`config.mk`:
```
export PLATFORM = sky130hd
export DESIGN_NAME = key_value_record_parser
export DESIGN_NICKNAME = d
export VERILOG_FILES = /design/src/rtl/kvrp_pkg.sv /design/src/rtl/key_value_record_parser.sv
export SDC_FILE = /design/constraint.sdc
export NUM_CORES = 1
export LEC_CHECK = 0
export BUFFER_PORTS_ARGS = -buffer_cell sky130_fd_sc_hd__buf_2
export CORE_ASPECT_RATIO = 0.6
export CORE_MARGIN = 2
export CORE_UTILIZATION = 44
export DETAILED_ROUTE_END_ITERATION = 8
export GPL_TIMING_DRIVEN = 0
export HOLD_SLACK_MARGIN = 0.15
export MAX_ROUTING_LAYER = met4
export SETUP_SLACK_MARGIN = 0.02
export SYNTH_ARGS = -nofsm -noshare
export SYNTH_HDL_FRONTEND = slang
export SYNTH_SLANG_ARGS = --single-unit
export TNS_END_PERCENT = 30
```
`constraint.sdc`:
```
create_clock -name clk -period 4.83 [get_ports clk]
set_input_delay 0.483 -clock clk [delete_from_list [all_inputs] [get_ports clk]]
set_output_delay 0.483 -clock clk [all_outputs]
set_load 0.01 [all_outputs]
```
`src/rtl/kvrp_pkg.sv`:
```
// Package for the key/value record parser: character codes, result kinds,
// parse phase codes, queue entry types and the escape decoding helpers.
// No dependencies.
`default_nettype none

package kvrp_pkg;

  // Character codes
  localparam logic [7:0] CH_LBRACE = 8'h7B;
  localparam logic [7:0] CH_RBRACE = 8'h7D;
  localparam logic [7:0] CH_EQ     = 8'h3D;
  localparam logic [7:0] CH_COMMA  = 8'h2C;
  localparam logic [7:0] CH_QUOTE  = 8'h22;
  localparam logic [7:0] CH_BSLASH = 8'h5C;
  localparam logic [7:0] CH_UPPERA = 8'h41;
  localparam logic [7:0] CH_ZERO   = 8'h30;
  localparam logic [7:0] CH_NINE   = 8'h39;
  localparam logic [7:0] CH_SPACE  = 8'h20;
  localparam logic [7:0] CH_TAB    = 8'h09;
  localparam logic [7:0] CH_LF     = 8'h0A;
  localparam logic [7:0] CH_CR     = 8'h0D;

  // Result kinds
  typedef logic [2:0] kind_t;
  localparam kind_t KIND_KEY  = 3'd0;
  localparam kind_t KIND_VAL  = 3'd1;
  localparam kind_t KIND_PAIR = 3'd2;
  localparam kind_t KIND_REC  = 3'd3;
  localparam kind_t KIND_ERR  = 3'd4;

  // Parse phases
  typedef logic [3:0] phase_t;
  localparam phase_t PH_OPEN     = 4'd0;
  localparam phase_t PH_PAIR     = 4'd1;
  localparam phase_t PH_UKEY     = 4'd2;
  localparam phase_t PH_QKEY     = 4'd3;
  localparam phase_t PH_QKEY_END = 4'd4;
  localparam phase_t PH_VAL      = 4'd5;
  localparam phase_t PH_UVAL     = 4'd6;
  localparam phase_t PH_QVAL     = 4'd7;
  localparam phase_t PH_QVAL_END = 4'd8;
  localparam phase_t PH_DONE     = 4'd9;

  // Escape progress: hexits still owed
  localparam logic [1:0] HEX_NONE = 2'd0;
  localparam logic [1:0] HEX_LOW  = 2'd1;
  localparam logic [1:0] HEX_HIGH = 2'd2;

  typedef struct packed {
    kind_t      kind;
    logic [7:0] data;
  } res_t;

  // One queued input byte: one or two results
  typedef struct packed {
    logic two;
    res_t r0;
    res_t r1;
  } item_t;

  typedef struct packed {
    logic       emit;
    logic [7:0] data;
    logic [1:0] hp;
    logic [3:0] high;
  } text_t;

  function automatic logic is_space(input logic [7:0] c);
    return (c == CH_SPACE) || (c == CH_TAB) || ((c >= CH_LF) && (c <= CH_CR));
  endfunction

  // Upper-case hexit; other bytes wrap modulo 256
  function automatic logic [7:0] hexit(input logic [7:0] c);
    if ((c >= CH_ZERO) && (c <= CH_NINE)) begin
      return c - CH_ZERO;
    end
    return c - CH_UPPERA + 8'd10;
  endfunction

  // One byte of key or value text through the escape decoder
  function automatic text_t text_step(input logic [1:0] hp, input logic [3:0] high,
                                      input logic [7:0] c);
    text_t      t;
    logic [7:0] h;
    h      = hexit(c);
    t.emit = 1'b0;
    t.data = c;
    t.hp   = hp;
    t.high = high;
    case (hp)
      HEX_NONE: begin
        if (c == CH_BSLASH) t.hp = HEX_HIGH;
        else t.emit = 1'b1;
      end
      HEX_HIGH: begin
        t.high = h[3:0];
        t.hp   = HEX_LOW;
      end
      default: begin
        t.emit = 1'b1;
        t.data = {high, 4'b0000} + h;
        t.hp   = HEX_NONE;
      end
    endcase
    return t;
  endfunction

endpackage

`default_nettype wire

```
`src/rtl/key_value_record_parser.sv`:
```
// Key/value record parser top level: parse state update and result queue.
// Depends on kvrp_pkg.
//
// Usage:
//   Input channel (in_valid/in_ready): one raw character per transfer,
//   in_last on the final byte of a record; the parser returns to its
//   reset state after that byte.
//   Output channel (out_valid/out_ready): one result per transfer, with
//   kind, out_byte and out_last (set on the last result of an input byte).
//   Each input byte gives zero, one or two results.
// Timing:
//   The parse state is updated in the cycle a byte is transferred; its
//   results are visible from the cycle after, from a two-entry result queue.
//   Throughput is one byte per cycle while the queue has room; a byte
//   giving two results shows them one after the other. The queue holds up
//   to two bytes' results while the receiver stalls; in_ready drops when it
//   holds two bytes and the last result of the head byte is not taken in that cycle.
// Reset:
//   rst (synchronous) returns the parser to waiting for the opening brace
//   and empties the queue.
`default_nettype none

module key_value_record_parser (
  input  wire                   clk,
  input  wire                   rst,
  input  wire                   in_valid,
  output logic                  in_ready,
  input  wire  [7:0]            in_byte,
  input  wire                   in_last,
  output logic                  out_valid,
  input  wire                   out_ready,
  output kvrp_pkg::kind_t       kind,
  output logic [7:0]            out_byte,
  output logic                  out_last
);
  import kvrp_pkg::*;

  localparam logic [1:0] Q_FULL = 2'd2;

  // Parse state
  phase_t     phase, phase_next;
  logic [1:0] hp, hp_next;
  logic [3:0] high, high_next;
  logic       err_seen, err_seen_next;
  logic       done, done_next;

  // Result candidates in output order: text, pair end, record end, error
  logic       c_text, c_pair, c_rec, c_err;
  res_t       text_res;
  logic [3:0] cand_v;
  res_t       cand [4];
  res_t       slot0, slot1;
  logic [1:0] n_res;
  text_t      ts;
  logic       ws;

  // Result queue
  item_t      q [2];
  logic       wp, rp, sub;
  logic [1:0] cnt;
  item_t      head;
  logic       in_fire, out_fire, push, pop;

  always_comb begin
    ws            = is_space(in_byte);
    ts            = text_step(hp, high, in_byte);
    phase_next    = phase;
    hp_next       = hp;
    high_next     = high;
    err_seen_next = err_seen;
    done_next     = done;
    c_text        = 1'b0;
    c_pair        = 1'b0;
    c_rec         = 1'b0;
    c_err         = 1'b0;
    text_res.kind = KIND_KEY;
    text_res.data = ts.data;

    if (!err_seen && !done) begin
      unique case (phase)
        PH_OPEN: begin
          if (in_byte == CH_LBRACE) phase_next = PH_PAIR;
          else if (!ws) c_err = 1'b1;
        end
        PH_PAIR: begin
          if (!ws) begin
            if (in_byte == CH_RBRACE) begin
              c_rec      = 1'b1;
              done_next  = 1'b1;
              phase_next = PH_DONE;
            end else if (in_byte == CH_QUOTE) begin
              phase_next = PH_QKEY;
            end else if (in_byte == CH_EQ) begin
              phase_next = PH_VAL;
            end else begin
              phase_next = PH_UKEY;
              c_text     = ts.emit;
              hp_next    = ts.hp;
              high_next  = ts.high;
            end
          end
        end
        PH_UKEY, PH_QKEY: begin
          // Unquoted keys drop whitespace; quoted keys keep it
          if (!(ws && (phase == PH_UKEY))) begin
            if ((phase == PH_UKEY) ? (in_byte == CH_EQ) : (in_byte == CH_QUOTE)) begin
              if (hp != HEX_NONE) c_err = 1'b1;
              else phase_next = (phase == PH_UKEY) ? PH_VAL : PH_QKEY_END;
            end else begin
              c_text    = ts.emit;
              hp_next   = ts.hp;
              high_next = ts.high;
            end
          end
        end
        PH_QKEY_END: begin
          if (!ws) begin
            if (in_byte == CH_EQ) phase_next = PH_VAL;
            else c_err = 1'b1;
          end
        end
        PH_VAL: begin
          text_res.kind = KIND_VAL;
          if (!ws) begin
            if (in_byte == CH_QUOTE) begin
              phase_next = PH_QVAL;
            end else if ((in_byte == CH_COMMA) || (in_byte == CH_RBRACE)) begin
              c_pair = 1'b1;
            end else begin
              phase_next = PH_UVAL;
              c_text     = ts.emit;
              hp_next    = ts.hp;
              high_next  = ts.high;
            end
          end
        end
        PH_UVAL: begin
          text_res.kind = KIND_VAL;
          if (!ws) begin
            if ((in_byte == CH_COMMA) || (in_byte == CH_RBRACE)) begin
              if (hp != HEX_NONE) c_err = 1'b1;
              else c_pair = 1'b1;
            end else begin
              c_text    = ts.emit;
              hp_next   = ts.hp;
              high_next = ts.high;
            end
          end
        end
        PH_QVAL: begin
          text_res.kind = KIND_VAL;
          if (in_byte == CH_QUOTE) begin
            if (hp != HEX_NONE) c_err = 1'b1;
            else phase_next = PH_QVAL_END;
          end else begin
            c_text    = ts.emit;
            hp_next   = ts.hp;
            high_next = ts.high;
          end
        end
        PH_QVAL_END: begin
          if (!ws) begin
            if ((in_byte == CH_COMMA) || (in_byte == CH_RBRACE)) c_pair = 1'b1;
            else c_err = 1'b1;
          end
        end
        default: c_err = 1'b1;
      endcase

      // End of a value: pair mark, and record mark on the closing brace
      if (c_pair) begin
        if (in_byte == CH_RBRACE) begin
          c_rec      = 1'b1;
          done_next  = 1'b1;
          phase_next = PH_DONE;
        end else begin
          phase_next = PH_PAIR;
        end
      end
      if (c_err) begin
        err_seen_next = 1'b1;
        hp_next       = HEX_NONE;
      end
    end

    // Last byte: error if the record is cut short, then back to the reset state
    if (in_last) begin
      if (!err_seen_next && !done_next) c_err = 1'b1;
      phase_next    = PH_OPEN;
      hp_next       = HEX_NONE;
      high_next     = 4'd0;
      err_seen_next = 1'b0;
      done_next     = 1'b0;
    end

    cand_v  = {c_err, c_rec, c_pair, c_text};
    cand[0] = text_res;
    cand[1] = '{kind: KIND_PAIR, data: 8'd0};
    cand[2] = '{kind: KIND_REC, data: 8'd0};
    cand[3] = '{kind: KIND_ERR, data: 8'd0};
    slot0   = '{kind: KIND_KEY, data: 8'd0};
    slot1   = '{kind: KIND_KEY, data: 8'd0};
    n_res   = 2'd0;
    for (int i = 0; i < 4; i++) begin
      if (cand_v[i]) begin
        if (n_res == 2'd0) slot0 = cand[i];
        else slot1 = cand[i];
        n_res = n_res + 2'd1;
      end
    end
  end

  // Output side
  assign head      = q[rp];
  assign out_valid = (cnt != 2'd0);
  assign kind      = sub ? head.r1.kind : head.r0.kind;
  assign out_byte  = sub ? head.r1.data : head.r0.data;
  assign out_last  = !head.two || sub;
  assign out_fire  = out_valid && out_ready;
  assign pop       = out_fire && out_last;

  assign in_ready  = (cnt != Q_FULL) || pop;
  assign in_fire   = in_valid && in_ready;
  assign push      = in_fire && (n_res != 2'd0);

  always_ff @(posedge clk) begin
    if (rst) begin
      phase    <= PH_OPEN;
      hp       <= HEX_NONE;
      high     <= 4'd0;
      err_seen <= 1'b0;
      done     <= 1'b0;
      cnt      <= 2'd0;
      wp       <= 1'b0;
      rp       <= 1'b0;
      sub      <= 1'b0;
    end else begin
      if (in_fire) begin
        phase    <= phase_next;
        hp       <= hp_next;
        high     <= high_next;
        err_seen <= err_seen_next;
        done     <= done_next;
      end
      if (push) wp <= ~wp;
      if (pop) rp <= ~rp;
      if (out_fire) sub <= !out_last;
      cnt <= cnt + {1'b0, push} - {1'b0, pop};
    end
  end

  always_ff @(posedge clk) begin
    if (push) begin
      q[wp] <= '{two: (n_res == 2'd2), r0: slot0, r1: slot1};
    end
  end

endmodule

`default_nettype wire

```
======== Word-level counts from Yosys, hierarchy flattened ========
Memory sizes are Yosys's and may differ from the RTL's. A register that Yosys moved wholly into a read port is not among the register bits.
Index checks and enable logic that the tools add are counted.
cells by class
  $add $sub $neg .......................... 9
  $lt $le $gt $ge ......................... 4
  equality and inequality tests ........... 50
  muxes and demuxes ....................... 141
  bitwise logic cells ..................... 2
  reductions and logical operators ........ 39
operators by type and width
  cell                                                                    count
  4-bit two-way mux                                                       31
  11-bit two-way mux                                                      11
  4-bit inequality test (second input constant)                           20
  1-bit two-way mux                                                       64
  2-bit two-way mux                                                       18
  8-bit by 6-bit equality test with 1-bit output (second input constant)  4
  8-bit two-way mux                                                       4
  3-bit inequality test (second input constant)                           10
  13-bit AND reduction                                                    2
  8-bit by 7-bit equality test with 1-bit output (second input constant)  3
  4-bit case mux with 6 select lines                                      1
  10-bit two-way mux                                                      2
  4-bit case mux with 5 select lines                                      1
  4-bit by 3-bit equality test with 1-bit output (second input constant)  4
  14-bit AND reduction                                                    1
  2-bit case mux with 5 select lines                                      1
  1-bit logical AND                                                       9
  3-bit two-way mux                                                       3
  8-bit by 4-bit adder with 8-bit output (second input constant)          1
  8-bit adder                                                             1
  4-bit by 2-bit equality test with 1-bit output (second input constant)  2
  8-bit by 4-bit equality test with 1-bit output (second input constant)  1
  8-bit by 4-bit >= comparator with 1-bit output (second input constant)  1
  8-bit by 6-bit >= comparator with 1-bit output (second input constant)  1
  28 further kinds                                                        49
word-level totals
  bits in registers ....................... 17
  RAM bits ................................ 46
  input port bits ......................... 13
  output and inout bits ................... 14
  logic and storage cells ................. 255
  memories kept ........................... 1
memories
  name  depth  width  read ports  clocked after memory_dff  write ports  RTL line                       source
  q     2      23     1           1                         1            key_value_record_parser.sv:58  item_t q [2];

======== Depth between registers and ports, before layout ========
  depth after elaboration ................. 20
  gate-level depth with buffers ........... 22

======== Worst setup path after synthesis ========
Ideal clock, no wire load.
  kind .................................... in2reg
  from .................................... input in_byte[6]
  to ...................................... memory q[1][10] in the netlist's numbering, enable pin
  setup time .............................. 386 ps
  arrival time ............................ 4378 ps
  path slack .............................. 65 ps
  cell stages on the path ................. 16
  buffers on the path ..................... 2
  path through ............................ buf_6 > or2_4 > or4_1 > buf_6 > nand2_2 > o31ai_1 > and3b_1 > o221ai_1 > inv_1 > ha_1 > and2_1 > a221o_1 > a311oi_2 > ha_1 > o221ai_4 > nor2_1
on the way
  longest elaborated chain between the ends .. 20
  elaborated cells between the ends (all ways) .. 84
ends and longest elaborated chain
  element                                         RTL line                        source
  from (decl)                                     key_value_record_parser.sv:28   input wire [7:0] in_byte,
  8-bit by 7-bit equality test with 1-bit output  kvrp_pkg.sv:92                  if (c == CH_BSLASH) t.hp = HEX_HIGH;
  1-bit two-way mux                               kvrp_pkg.sv:92
  1-bit case mux with 2 select lines              kvrp_pkg.sv:90                  case (hp)
  1-bit two-way mux                               key_value_record_parser.sv:93   end else if (in_byte == CH_EQ) begin
  1-bit two-way mux                               key_value_record_parser.sv:91   end else if (in_byte == CH_QUOTE) begin
  1-bit two-way mux                               key_value_record_parser.sv:87   if (in_byte == CH_RBRACE) begin
  1-bit two-way mux                               key_value_record_parser.sv:86   if (!ws) begin
  1-bit case mux with 5 select lines              key_value_record_parser.sv:80   unique case (phase)
  [... 4 more ...]                                --
  2-bit by 1-bit adder with 2-bit output          key_value_record_parser.sv:208  n_res = n_res + 2'd1;
  2-bit two-way mux                               key_value_record_parser.sv:205  if (cand_v[i]) begin
  2-bit by 1-bit adder with 2-bit output          key_value_record_parser.sv:208
  2-bit two-way mux *                             key_value_record_parser.sv:205
  2-bit nonzero test *                            key_value_record_parser.sv:224  assign push = in_fire && (n_res != 2'd0);
  1-bit logical AND *                             key_value_record_parser.sv:224
  1-bit two-way mux *                             key_value_record_parser.sv:253  if (push) begin
  1-bit two-way mux (implied by the code) *       key_value_record_parser.sv:254  q[wp] <= '{two: (n_res == 2'd2), r0: slot0, r1: slot1};
  to (decl)                                       key_value_record_parser.sv:58
Mark *: on every way between the ends. The rest lies on a longest branch, timed or not. The select of a mux whose other input is x is not followed.

======== Final worst setup path ========
  from .................................... input in_byte[1]
  to ...................................... memory q[0][13] in the netlist's numbering, enable pin
The elaborated chain is that of the path after synthesis.

==> impl_metrics.tcl <==
set metrics [dict create \
    maxCapViolCount 0 \
    instances_no_fill 503 \
    gp_congestion 0.9782 \
    cts_root_buffer "clkbuf_16" \
    hold_viol_final 0 \
    antenna_left 0 \
    ys_types 70 \
    cts.sinks 48 \
    place_ws_ps -1062 \
    multi_input_area_sq_um 2076 \
    startpoint_type "input port" \
    status "finished, final reports clean" \
    crit_type "in2reg" \
    postSynthNetCount 395 \
    yosysTopAreaCell "edfxtp_1" \
    grt_pass1_vias 2681 \
    synth-seq-cells 48 \
    holdPathStages 1 \
    critical_path.max_stage_delay_ps 670 \
    cp_top_family "compound AO/OA/AOI/OAI gates" \
    cts_inserted_buffers 5 \
    crit_arrival_ps 4560 \
    cts_tree "done" \
    synthCells 362 \
    p_leak_nw 1.462 \
    clock_latency_ps 290 \
    path_cells "buf_2 -> inv_2 -> ha_4 -> nor4_1 -> nor4_1 -> o41a_1 -> o32ai_4 -> o221ai_4 -> inv_2 -> ha_4 -> and2_1 -> a221o_1 -> a311oi_2 -> buf_4 -> or2_2 -> o221ai_4 -> nor2_2" \
    crit_path_end_kind "flop" \
    slew_viol_final 0 \
    ff_latch_area_sq_um 1261 \
    required_ps 4740 \
    rsz0062_at_grt "no" \
    nNetsFinal 431 \
    setup_viol 0 \
    reg2reg_depth 14 \
    ys.flop_type "edfxtp_1" \
    clkTransAtPathRegs_ps 60 \
    place_area_sq_um 3665 \
    cp_slowest_cell "nor2_2" \
    first_iter_violations 239 \
    relSlewSlack_pct 35.89 \
    rows 24 \
    post-route-util_pct 53.66 \
    antenna_found_initial 0 \
    yosys_warnings 0 \
    h-tree-depth 2 \
    holdBufCountCts 0 \
    ir_worst_vdd_uv 210.5 \
    hold_class "reg2reg" \
    core_sq_um 7387 \
    syn-cell-area_sq_um 3410 \
    netlist.area_leader.share_pct 26.42 \
    dp.cells 491 \
    ioPinCount 27 \
    avgSynthCellArea_sq_um 9.419 \
    cp_num_cells 17 \
    clock_skew_ps 3.650 \
    hold_ws_ps 473.8 \
    wirelength_mm 8.712 \
    fin_crit_ps 4648 \
    avgViaCountPerCell 5.573 \
    worst_slew_pin_slew_ps 948.2 \
    ys_seq_area_share_pct 36.99 \
    fillers 695 \
    routedWlPerCell_um 17.32 \
    drive_above_1_share_pct 21.80 \
    min_period_over_period_pct 96.23 \
    dr_total_vias 2803 \
    grt_pass1_wl_mm 14.23 \
    die_y_um 72.19 \
    grt_max_degree 16 \
    post-route-cell-area_sq_um 3964 \
    cts_buffer_depth 2 \
    synthTopCellsByArea "edfxtp_1 (26%), dfxtp_1 (11%), ha_1 (7.0%)" \
    die_w_um 117.6 \
    syn_to_final_growth_pct 16.26 \
    drtPass1Iterations 4 \
    grt_overflow 0 \
    n_antenna_cell 0 \
    start_util_pct 46.16 \
    cp.buffers_inverters 4 \
    synthArstFlopShare_pct 0 \
    drc 0 \
    port_buffers 25 \
    track_usage_pct 22.14 \
    fmaxAchievable_mhz 215.2 \
    p_per_area_nw_per_um2 339.9 \
    dp_hpwl_mm 6.591 \
    synth-edff-count 30 \
    crit_fanout 15 \
    die_area_sq_um 8492 \
    fin_ws_ps 182.2 \
]
## cell usage after synthesis (2+ instances only)
master and instances:
o22ai_1 3, or2_2 7, nand3b_1 2, dfxtp_1 18, inv_1 20, a211oi_1 4
o21ai_0 13, mux2i_1 15, or2_4 2, xnor2_1 10, o31ai_1 2, or4_1 3
nand3_1 8, nor3_1 7, and2_1 4, buf_1 2, nor2_1 58, nor4_1 5
o2bb2ai_1 3, xor2_1 6, nand2_1 17, a21oi_1 21, nor2b_1 5, edfxtp_1 30
o21a_1 2, nand2b_2 2, or3_1 2, buf_2 5, a31oi_1 3, buf_6 2
a311oi_1 3, nor4b_1 5, clkbuf_1 7, and3_1 4, o32ai_1 2, ha_1 19
a211oi_2 2, a21o_1 3, mux4_2 3, nand2b_1 3
## cells by family (layout without fill, tap and decap cells)
family,Yosys count,after routing,share of synthesized area (%)
simple gates,143,143,21.95
compound gates,78,78,17.43
flops,48,48,36.99
buf+inv,37,74,4.807
mux,20,20,7.156
fa+ha+maj,20,20,7.560
xor+xnor,16,16,4.110
## state kept, by name, indices dropped and copies added, names as in the netlist, named ones only
| register | cells |
|---|---|
| wp | 1 |
| high | 4 |
| q | 30 |
| phase | 4 |
| done | 1 |
| sub | 1 |
| err_seen | 1 |
| hp | 2 |
| cnt | 2 |
| rp | 1 |
## path summary, 6_finish.rpt
path,to,slack [ps],from
worst max register to register,q[0][13]$_DFFE_PP_,410,phase[1]$_SDFFE_PP0P_
worst min register to register,high[0]$_SDFFE_PP0P_,470,high[0]$_SDFFE_PP0P_
worst min-delay path,high[0]$_SDFFE_PP0P_,470,high[0]$_SDFFE_PP0P_
worst max-delay path,q[0][13]$_DFFE_PP_,180,in_byte[1]
## layout by cell type, fill, tap and decap left out, types with 4 or more instances in the layout
master / synthesis / routed
a21oi_1: 21 / 21
nor4b_1: 5 / 5
mux2i_1: 15 / 15
nor3_1: 7 / 7
edfxtp_1: 30 / 30
and2_1: 4 / 4
o21ai_0: 13 / 11
clkbuf_16: 0 / 5
ha_1: 19 / 16
nand2_1: 17 / 17
nor2_1: 58 / 55
clkbuf_1: 7 / 7
xor2_1: 6 / 6
dfxtp_1: 18 / 18
buf_4: 1 / 5
or2_2: 7 / 7
buf_2: 5 / 30
and3_1: 4 / 4
inv_1: 20 / 17
nand3_1: 8 / 8
nor4_1: 5 / 5
xnor2_1: 10 / 10
nor2b_1: 5 / 5
## timing repair
item	4_1_cts	5_1_grt
gates resized for setup	11	7
pin swaps	4	5
endpoints found under the setup margin	32	32
setup buffers	2	2
## worst reg2reg max path: stages, from the launching register on
cell	delay [ps]
dfxtp_1	330
buf_2	200
nor4b_1	310
o22ai_1	190
nand2b_2	260
a211oi_2	370
and2_1	280
ha_4	240
and2_1	140
a221o_1	330
a311oi_2	280
buf_4	170
or2_2	130
o221ai_4	150
nor2_2	670
## stage by stage
step | power (mW) | setup TNS [ps]
after floorplan | 0.8065 | 0
after global placement | 0.9182 | -27530
after detailed placement | 0.9271 | -33960
after CTS | 1.347 | 0
after global routing | 1.420 | 0
final | 1.347 | 0
## layer usage
layer / GRT usage, % / share of wire [%]
met4: 4.685 / 1.2
met5: - / 0
met2: 29.20 / 38
met3: 7.154 / 9.1
met1: 32.65 / 51
## where the power goes
part	leakage, nW	switching [mW]	total, mW	internal (mW)
clock network	0.0871	0.147	0.406	0.259
registers	0.432	0.0245	0.530	0.506
logic	0.943	0.235	0.411	0.176
total	1.46	0.406	1.35	0.941
## cell type report
type	instances	share of cell area [%]
buffer	17	2.241
clock buffer	6	3.504
clock inverter	2	0.9785
inverter	20	1.894
multi-input combinational	277	52.37
sequential	48	31.82
tap	104	3.283
timing repair buffer	29	3.914
(Power assumes the default switching activity.)
